[src/hdl/us3s_pkg.sv]
// Shared types for the three-byte UTF-8 sanitizer.
`default_nettype none
package us3s_pkg;

    localparam int unsigned WinDepth = 4;

    typedef struct packed {
        logic [7:0] data_byte;
        logic       is_last;
    } in_item_t;

    typedef struct packed {
        logic [7:0] out_byte;
        logic       last_of_run;
        logic       ends_stream;
    } out_item_t;

    typedef logic [WinDepth-1:0][7:0] win_t;

    // Result of deciding the head byte of the window.
    typedef struct packed {
        logic [2:0][7:0] em;
        logic [1:0]      ne;
        logic [1:0]      used;
    } dec_res_t;

    // Sequencer to output stage.
    typedef struct packed {
        logic       push;
        logic       close;
        logic       ends;
        logic [7:0] data;
    } emit_ctl_t;

    localparam logic [7:0] ByteTab   = 8'h09;
    localparam logic [7:0] ByteLf    = 8'h0A;
    localparam logic [7:0] ByteCr    = 8'h0D;
    localparam logic [7:0] ByteEuro  = 8'h80;
    localparam logic [7:0] ByteNel   = 8'h85;
    localparam logic [7:0] EuroB0    = 8'hE2;
    localparam logic [7:0] EuroB1    = 8'h82;
    localparam logic [7:0] EuroB2    = 8'hAC;
    localparam logic [7:0] LeadC2    = 8'hC2;
    localparam logic [7:0] LeadC3    = 8'hC3;

endpackage
`default_nettype wire

[src/hdl/utf8_three_byte_sanitizer.sv]
// Top level: window, sequencer and shared decision unit of the UTF-8 sanitizer.
//
// Usage: raw bytes enter on in_valid/in_ready/in_data (data_byte, is_last) and
// cleaned UTF-8 leaves on out_valid/out_ready/out_data, one byte per
// transaction. Each byte is held in a four-byte window; once the window is
// full the head byte is decided, and an input with is_last set flushes the
// whole window. in_ready is high only while the sequencer is idle.
// Per input: the accept step, then (when the window is full or is_last is set)
// for each decision a step in the shared decision unit followed by one emit
// step per emitted byte, then a closing step; with nothing to decide, only the
// accept and closing steps. A flush takes up to 4 decisions. The first result
// passes through the decision, the hold stage and the output register; the
// last result of a transaction is marked by last_of_run.
// Reset empties the window and drops any pending output. If the receiver
// stalls, the output register and hold stage fill and the sequencer waits;
// no byte is lost.
`default_nettype none
module utf8_three_byte_sanitizer (
    input  logic                 clk,
    input  logic                 rst_n,
    input  logic                 in_valid,
    output logic                 in_ready,
    input  us3s_pkg::in_item_t   in_data,
    output logic                 out_valid,
    input  logic                 out_ready,
    output us3s_pkg::out_item_t  out_data
);

    localparam logic [1:0] StIdle   = 2'd0;
    localparam logic [1:0] StDecide = 2'd1;
    localparam logic [1:0] StEmit   = 2'd2;
    localparam logic [1:0] StClose  = 2'd3;

    logic [1:0]          state_reg;
    logic [1:0]          state_next;
    us3s_pkg::win_t      win_reg;
    us3s_pkg::win_t      win_next;
    logic [2:0]          count_reg;
    logic [2:0]          count_next;
    logic                last_reg;
    logic                last_next;
    logic [2:0][7:0]     em_reg;
    logic [2:0][7:0]     em_next;
    logic [1:0]          ne_reg;
    logic [1:0]          ne_next;
    logic [1:0]          idx_reg;
    logic [1:0]          idx_next;
    us3s_pkg::dec_res_t  dec;
    us3s_pkg::emit_ctl_t ctl;
    logic                ctl_ok;
    logic [2:0]          fill;
    logic [2:0]          src;
    logic [2:0]          left;

    us3s_decide u_decide (
        .win   (win_reg),
        .count (count_reg),
        .res   (dec)
    );

    us3s_out_stage u_out (
        .clk       (clk),
        .rst_n     (rst_n),
        .ctl       (ctl),
        .ctl_ok    (ctl_ok),
        .out_valid (out_valid),
        .out_ready (out_ready),
        .out_data  (out_data)
    );

    assign in_ready = (state_reg == StIdle);
    assign fill     = (count_reg == 3'd4) ? 3'd3 : count_reg;
    assign left     = count_reg - {1'b0, dec.used};

    always_comb
    begin
        state_next = state_reg;
        win_next   = win_reg;
        count_next = count_reg;
        last_next  = last_reg;
        em_next    = em_reg;
        ne_next    = ne_reg;
        idx_next   = idx_reg;
        src        = 3'd0;
        ctl.push   = 1'b0;
        ctl.close  = 1'b0;
        ctl.ends   = last_reg;
        ctl.data   = em_reg[idx_reg];
        case (state_reg)
            StIdle:
            begin
                if (in_valid)
                begin
                    win_next[fill[1:0]] = in_data.data_byte;
                    count_next          = fill + 3'd1;
                    last_next           = in_data.is_last;
                    if (in_data.is_last || fill == 3'd3)
                        state_next = StDecide;
                    else
                        state_next = StClose;
                end
            end
            StDecide:
            begin
                em_next    = dec.em;
                ne_next    = dec.ne;
                idx_next   = 2'd0;
                count_next = left;
                for (int i = 0; i < us3s_pkg::WinDepth; i++)
                begin
                    src = 3'(i) + {1'b0, dec.used};
                    win_next[i] = (src < 3'd4) ? win_reg[src[1:0]] : 8'd0;
                end
                if (dec.ne != 2'd0)
                    state_next = StEmit;
                else if (last_reg && left != 3'd0)
                    state_next = StDecide;
                else
                    state_next = StClose;
            end
            StEmit:
            begin
                ctl.push = 1'b1;
                if (ctl_ok)
                begin
                    idx_next = idx_reg + 2'd1;
                    if (idx_reg == ne_reg - 2'd1)
                        state_next = (last_reg && count_reg != 3'd0) ? StDecide : StClose;
                end
            end
            StClose:
            begin
                ctl.close = 1'b1;
                if (ctl_ok)
                    state_next = StIdle;
            end
            default:
            begin
                state_next = StIdle;
            end
        endcase
    end

    always_ff @(posedge clk or negedge rst_n)
    begin
        if (!rst_n)
        begin
            state_reg <= StIdle;
            win_reg   <= '0;
            count_reg <= 3'd0;
            last_reg  <= 1'b0;
            idx_reg   <= 2'd0;
        end
        else
        begin
            state_reg <= state_next;
            win_reg   <= win_next;
            count_reg <= count_next;
            last_reg  <= last_next;
            idx_reg   <= idx_next;
        end
    end

    always_ff @(posedge clk)
    begin
        em_reg <= em_next;
        ne_reg <= ne_next;
    end

endmodule
`default_nettype wire

[src/hdl/us3s_decide.sv]
// Head-byte decision unit: classifies the window head and its followers.
`default_nettype none
module us3s_decide (
    input  us3s_pkg::win_t     win,
    input  logic [2:0]         count,
    output us3s_pkg::dec_res_t res
);

    logic [7:0] c;
    logic [7:0] b1;
    logic [7:0] b2;
    logic       cont1;
    logic       cont2;
    logic [2:0] nf;

    assign c     = win[0];
    assign b1    = win[1];
    assign b2    = win[2];
    assign cont1 = (b1[7:6] == 2'b10);
    assign cont2 = (b2[7:6] == 2'b10);
    assign nf    = count - 3'd1;

    always_comb
    begin
        res.em   = '0;
        res.ne   = 2'd0;
        res.used = 2'd1;
        if (c < 8'd32)
        begin
            res.em[0] = c;
            if (c == us3s_pkg::ByteTab || c == us3s_pkg::ByteLf || c == us3s_pkg::ByteCr)
                res.ne = 2'd1;
        end
        else if (c < 8'd127)
        begin
            res.em[0] = c;
            res.ne    = 2'd1;
        end
        else if (c < 8'd160)
        begin
            if (c == us3s_pkg::ByteEuro)
            begin
                res.em[0] = us3s_pkg::EuroB0;
                res.em[1] = us3s_pkg::EuroB1;
                res.em[2] = us3s_pkg::EuroB2;
                res.ne    = 2'd3;
            end
            else if (c == us3s_pkg::ByteNel)
            begin
                res.em[0] = us3s_pkg::ByteLf;
                res.em[1] = us3s_pkg::ByteCr;
                res.ne    = 2'd2;
            end
        end
        else if (c < 8'd192)
        begin
            res.em[0] = us3s_pkg::LeadC2;
            res.em[1] = c;
            res.ne    = 2'd2;
        end
        else if (c >= 8'd194 && c < 8'd224 && nf >= 3'd1 && cont1)
        begin
            res.em[0] = c;
            res.em[1] = b1;
            res.used  = 2'd2;
            // C2 encodings of C1 controls are dropped
            res.ne    = (c == us3s_pkg::LeadC2 && b1 < 8'd160) ? 2'd0 : 2'd2;
        end
        else if (c >= 8'd224 && c < 8'd240 && nf >= 3'd2 && cont1 && cont2)
        begin
            res.em[0] = c;
            res.em[1] = b1;
            res.em[2] = b2;
            res.ne    = 2'd3;
            res.used  = 2'd3;
        end
        else if (c >= 8'd240 && c < 8'd245 && nf >= 3'd3)
        begin
            res.ne = 2'd0;
        end
        else
        begin
            res.em[0] = us3s_pkg::LeadC3;
            res.em[1] = c - 8'd64;
            res.ne    = 2'd2;
        end
    end

endmodule
`default_nettype wire

[src/hdl/us3s_out_stage.sv]
// Output stage: one-byte hold for last-of-run lookahead plus output register.
`default_nettype none
module us3s_out_stage (
    input  logic                  clk,
    input  logic                  rst_n,
    input  us3s_pkg::emit_ctl_t   ctl,
    output logic                  ctl_ok,
    output logic                  out_valid,
    input  logic                  out_ready,
    output us3s_pkg::out_item_t   out_data
);

    logic                hold_valid_reg;
    logic                hold_valid_next;
    logic [7:0]          hold_byte_reg;
    logic                hold_ends_reg;
    logic                out_valid_reg;
    logic                out_valid_next;
    us3s_pkg::out_item_t out_data_reg;
    logic                out_free;
    logic                move;

    assign out_free = !out_valid_reg || out_ready;
    assign ctl_ok   = !hold_valid_reg || out_free;
    // held byte leaves when a newer byte arrives or the run closes
    assign move     = hold_valid_reg && out_free && (ctl.push || ctl.close);

    always_comb
    begin
        hold_valid_next = hold_valid_reg;
        if (ctl.push && ctl_ok)
            hold_valid_next = 1'b1;
        else if (ctl.close && ctl_ok)
            hold_valid_next = 1'b0;
        out_valid_next = out_valid_reg;
        if (move)
            out_valid_next = 1'b1;
        else if (out_ready)
            out_valid_next = 1'b0;
    end

    always_ff @(posedge clk or negedge rst_n)
    begin
        if (!rst_n)
        begin
            hold_valid_reg <= 1'b0;
            out_valid_reg  <= 1'b0;
        end
        else
        begin
            hold_valid_reg <= hold_valid_next;
            out_valid_reg  <= out_valid_next;
        end
    end

    always_ff @(posedge clk)
    begin
        if (ctl.push && ctl_ok)
        begin
            hold_byte_reg <= ctl.data;
            hold_ends_reg <= ctl.ends;
        end
        if (move)
        begin
            out_data_reg.out_byte    <= hold_byte_reg;
            out_data_reg.last_of_run <= ctl.close;
            out_data_reg.ends_stream <= hold_ends_reg;
        end
    end

    assign out_valid = out_valid_reg;
    assign out_data  = out_data_reg;

endmodule
`default_nettype wire

[config.mk]
export PLATFORM = sky130hd
export DESIGN_NAME = utf8_three_byte_sanitizer
export DESIGN_NICKNAME = d
export VERILOG_FILES = /design/src/hdl/us3s_pkg.sv /design/src/hdl/utf8_three_byte_sanitizer.sv /design/src/hdl/us3s_decide.sv /design/src/hdl/us3s_out_stage.sv
export SDC_FILE = /design/constraint.sdc
export NUM_CORES = 1
export LEC_CHECK = 0
export ABC_AREA = 1
export BUFFER_PORTS_ARGS = -buffer_cell sky130_fd_sc_hd__buf_2
export CORE_UTILIZATION = 50
export CTS_CLUSTER_DIAMETER = 30
export DETAILED_ROUTE_END_ITERATION = 10
export GPL_ROUTABILITY_DRIVEN = 0
export HOLD_SLACK_MARGIN = 0.05
export PLACE_DENSITY_LB_ADDON = 0.25
export SETUP_SLACK_MARGIN = 0.15
export SLEW_MARGIN = 20
export SYNTH_ARGS = -nofsm -noshare
export SYNTH_HDL_FRONTEND = slang
export SYNTH_SLANG_ARGS = --single-unit
[constraint.sdc]
create_clock -name clk -period 2.99 [get_ports clk]
set_clock_uncertainty 0.2 [all_clocks]
set_input_delay 0 -clock clk [delete_from_list [all_inputs] [get_ports clk]]
set_output_delay 0 -clock clk [all_outputs]
set_load 0.03 [all_outputs]
==> impl_metrics.yaml <==
critical_path:
  path_max_fanout: 31
  max_stage_delay_ps: 460
  ff2ff_path_depth: 17
  r2r-start: "win_reg[2]$_DFFE_PN0P_"
  critical_path_required_ps: 3090
  cpMaxStageDelayCell: "dfrtp_1"
  start_kind: "flop"
  cp-end-kind: "flop"
  path_depth: 17
  r2r_end: "win_reg[15]$_DFFE_PN0P_"
  cpLargestDelayFamily: "simple AND/OR/NAND/NOR gates"
  worstSetupPathType: "reg2reg"
  critPathCapture: "win_reg[15]$_DFFE_PN0P_"
  crit_buf_inv: 4
  cpMostUsedCell: "nand2_1"
  ff2ff_setup_slack_ps: 240
  critPathArrivalTime_ps: 2850
  worstSetupStartpoint: "win_reg[2]$_DFFE_PN0P_"
  cp_cell_sequence: "inv_1, nand2_2, nor2_4, nand2_1, nand2_1, inv_2, nor2_4, nand3_4, buf_6, ha_1, nor2_1, buf_4, o21a_1, nand2_1, nand2_1, nand2_1, nand2_1"
synth:
  syn_area_per_cell_um2: 8.06
  synth_nets: 682
  syn_area_um2: 5260
  synthDistinctLibCells: 43
  yosysSeqAreaShare_pct: 45.7
  synth_cells: 653
  synth_ff_type: "edfxtp_1"
  async_reset_ff_share_pct: 48.3
  ys_ff_latch: 87
  synth_edf_count: 45
  ys_warn_count: 0
cts:
  clkTransAtPathRegs_ps: 100
  cts_root_buf: "clkbuf_8"
  clkLatencyLatePin_ps: 360
  cts_sinks: 87
  clk_path_buf_depth: 2
  cts_buffers: 9
  htree_levels: 3
  cts_tree: "yes"
layout:
  syn_to_final_growth_pct: 14.4
  drive_gt1_share_pct: 16.3
  final_design_area_no_fill_um2: 6020
  nFillCells: 933
  largest_reg_flops: 32
  nNetsFinal: 734
  final_util_pct: 58.5
  antenna_cells: 0
floorplanning:
  fp.dieH_um: 105
  die-area_um2: 10900
  io_pins: 25
  core-area_um2: 10300
  start_util_pct: 51.2
  dieWidth_um: 105
  row_count: 37
timing:
  hold_ws_ps: -16.8
  rsz0062_at_grt: "true"
  setup_viol: 0
  period_share_pct: 92.0
  slew_headroom_pct: 46.0
  max_freq_mhz: 363
  finalHoldViolCount: 15
  final_max_slew_viol_count: 0
  worst-slew-pin-transition_ps: 807
  setup_tns_ps: 0
  fin_crit_ps: 2750
pwr:
  power_density_nw_per_um2: 1120
  irDropWorstVdd_uv: 476
  power_leakage_nw: 2.75
global_route:
  antenna_found_initial: 0
  grt_overflow_total: 0
  grt_max_degree: 43
  grt_pass1_wl_um: 22200
  grt_pass1_vias: 4585
  grt_util_all_layers_pct: 25.7
routing:
  avgRoutedWirePerCell_um: 16.1
  antenna_left: 0
  drtIter0Drc: 441
  first_pass_iters: 7
  vias: 4850
  vias_per_cell: 5.73
  wl_um: 13600
  drc: 0
status:
  outcome: "finished, violations left"
  violations: "hold timing"
place:
  port-buffer-count: 24
  dp_hpwl_um: 9570
  post_dp_cell_area_um2: 5540
worst_hold_path:
  hold_class: "in2async"
flow_run:
  cap_violations: 0
[cells by family (layout without fill, tap and decap cells)]
kind of cell             after synthesis  in the layout  share of synthesized area (%)
buffers and inverters                 95            152                           7.99
adder cells (fa/ha/maj)               16             16                           3.95
AO/OA/AOI/OAI                         94             94                           11.4
other                                  1              1                         0.0713
XOR/XNOR                               4              4                          0.666
AND/OR/NAND/NOR                      356            356                           30.3
flip-flops                            87             87                           45.7
[cell usage after synthesis, types with 2 or more instances]
master / number / share of area, %
a21oi_1: 23 / 2.2
a22oi_1: 10 / 1.4
buf_1: 3 / 0.21
buf_2: 3 / 0.29
buf_4: 2 / 0.29
buf_6: 6 / 1.3
clkbuf_1: 9 / 0.64
dfrtp_1: 42 / 20
edfxtp_1: 45 / 26
ha_1: 15 / 3.6
inv_1: 65 / 4.6
inv_2: 5 / 0.36
nand2_1: 160 / 11
nand2_2: 6 / 0.71
nand2_4: 5 / 1.1
nand3_1: 74 / 7.0
nand4_1: 14 / 1.7
nor2_1: 85 / 6.1
nor2_4: 4 / 0.86
nor3_1: 3 / 0.29
o211ai_1: 6 / 0.86
o21a_1: 3 / 0.43
o21ai_0: 26 / 2.5
o21ai_2: 9 / 1.5
o221ai_1: 2 / 0.33
o31ai_1: 9 / 1.3
xnor2_1: 2 / 0.33
xor2_1: 2 / 0.33
[power breakdown]
group	switching [mW]	total, mW	internal [mW]	leakage (nW)
Clock	0.459	0.854	0.396	0.102
Combinational	2.32	3.47	1.15	1.73
Sequential	0.426	2.39	1.96	0.922
Total	3.21	6.72	3.51	2.75
[area by class of cell]
class / count / area (µm²) / share of cell area, %
tap: 136 / 170 / 2.83
clock inverter: 7 / 77.6 / 1.29
sequential: 87 / 2410 / 40.0
inverter: 72 / 287 / 4.76
clock buffer: 9 / 124 / 2.06
multi-input combinational: 471 / 2470 / 41.1
timing repair buffer: 64 / 478 / 7.94
[worst min path at each step]
stage | start | end | slack [ps] | cells past startpoint
3_5_place_dp | in_data[0] | last_reg$_DFFE_PN0P_ | 40 | 3
6_report | rst_n | idx_reg[0]$_DFFE_PN0P_ | -20 | 2
5_1_grt | rst_n | state_reg[0]$_DFFE_PN0P_ | 50 | 2
3_3_place_gp | in_data[0] | last_reg$_DFFE_PN0P_ | 20 | 3
4_1_cts | rst_n | idx_reg[0]$_DFFE_PN0P_ | 200 | 2
2_1_floorplan | rst_n | count_reg[0]$_DFFE_PN0P_ | -500 | 0
[cell usage in the layout (no fill, tap or decap), types with 2 or more instances in the layout]
cell           count
inv_6              3
xor2_1             2
nor2_4             5
nand2_1          160
a22oi_1           10
xnor2_1            2
inv_2              7
inv_4              3
clkbuf_8           9
buf_2             23
buf_6              2
o21ai_1            3
edfxtp_1          45
nand3_1           73
dlygate4sd3_1     14
nand2_2            6
o21ai_0           24
nor3_1             3
o211ai_1           6
dfrtp_2            3
o31ai_1            9
nand4_1           14
o21ai_2            9
ha_2               3
clkinv_4           3
nor2_1            84
a21oi_1           22
ha_1              11
nand2_4            5
buf_4             24
o221ai_1           2
inv_1             60
dfrtp_1           39
o21a_1             3
[routing by layer]
| metal | track usage (%) | wire, µm |
|---|---|---|
| met1 | 33.6 | 5660 |
| met3 | 3.87 | 1090 |
| met5 | 0 | 0 |
| met4 | 11.3 | 377 |
| met2 | 42.3 | 6510 |
[per-stage QoR]
step	setup WS, ps	std cells	power (mW)
2_1_floorplan	176	653	4.70
6_report	239	846	6.72
4_1_cts	152	841	6.58
3_5_place_dp	72.7	806	5.66
3_3_place_gp	168	806	5.57
5_1_grt	119	846	7.19
[worst reg2reg max path: stages, from the launching register on]
cell and delay [ps]:
dfrtp_1 460, inv_1 220, nand2_2 90, nor2_4 140
nand2_1 70, nand2_1 80, inv_2 50, nor2_4 150
nand3_4 100, buf_6 210, ha_1 230, nor2_1 110
buf_4 200, o21a_1 140, nand2_1 50, nand2_1 60
nand2_1 50, nand2_1 80
[repair_timing]
action | in CTS | in global routing
setup endpoints to repair | 14 | 19
setup buffers | 5 | 5
resized for setup | 1 | 17
endpoints found under the hold margin | 82 | 0
hold buffers | 14 | 0
pin swaps | 0 | 4
(Power assumes the default switching activity.)
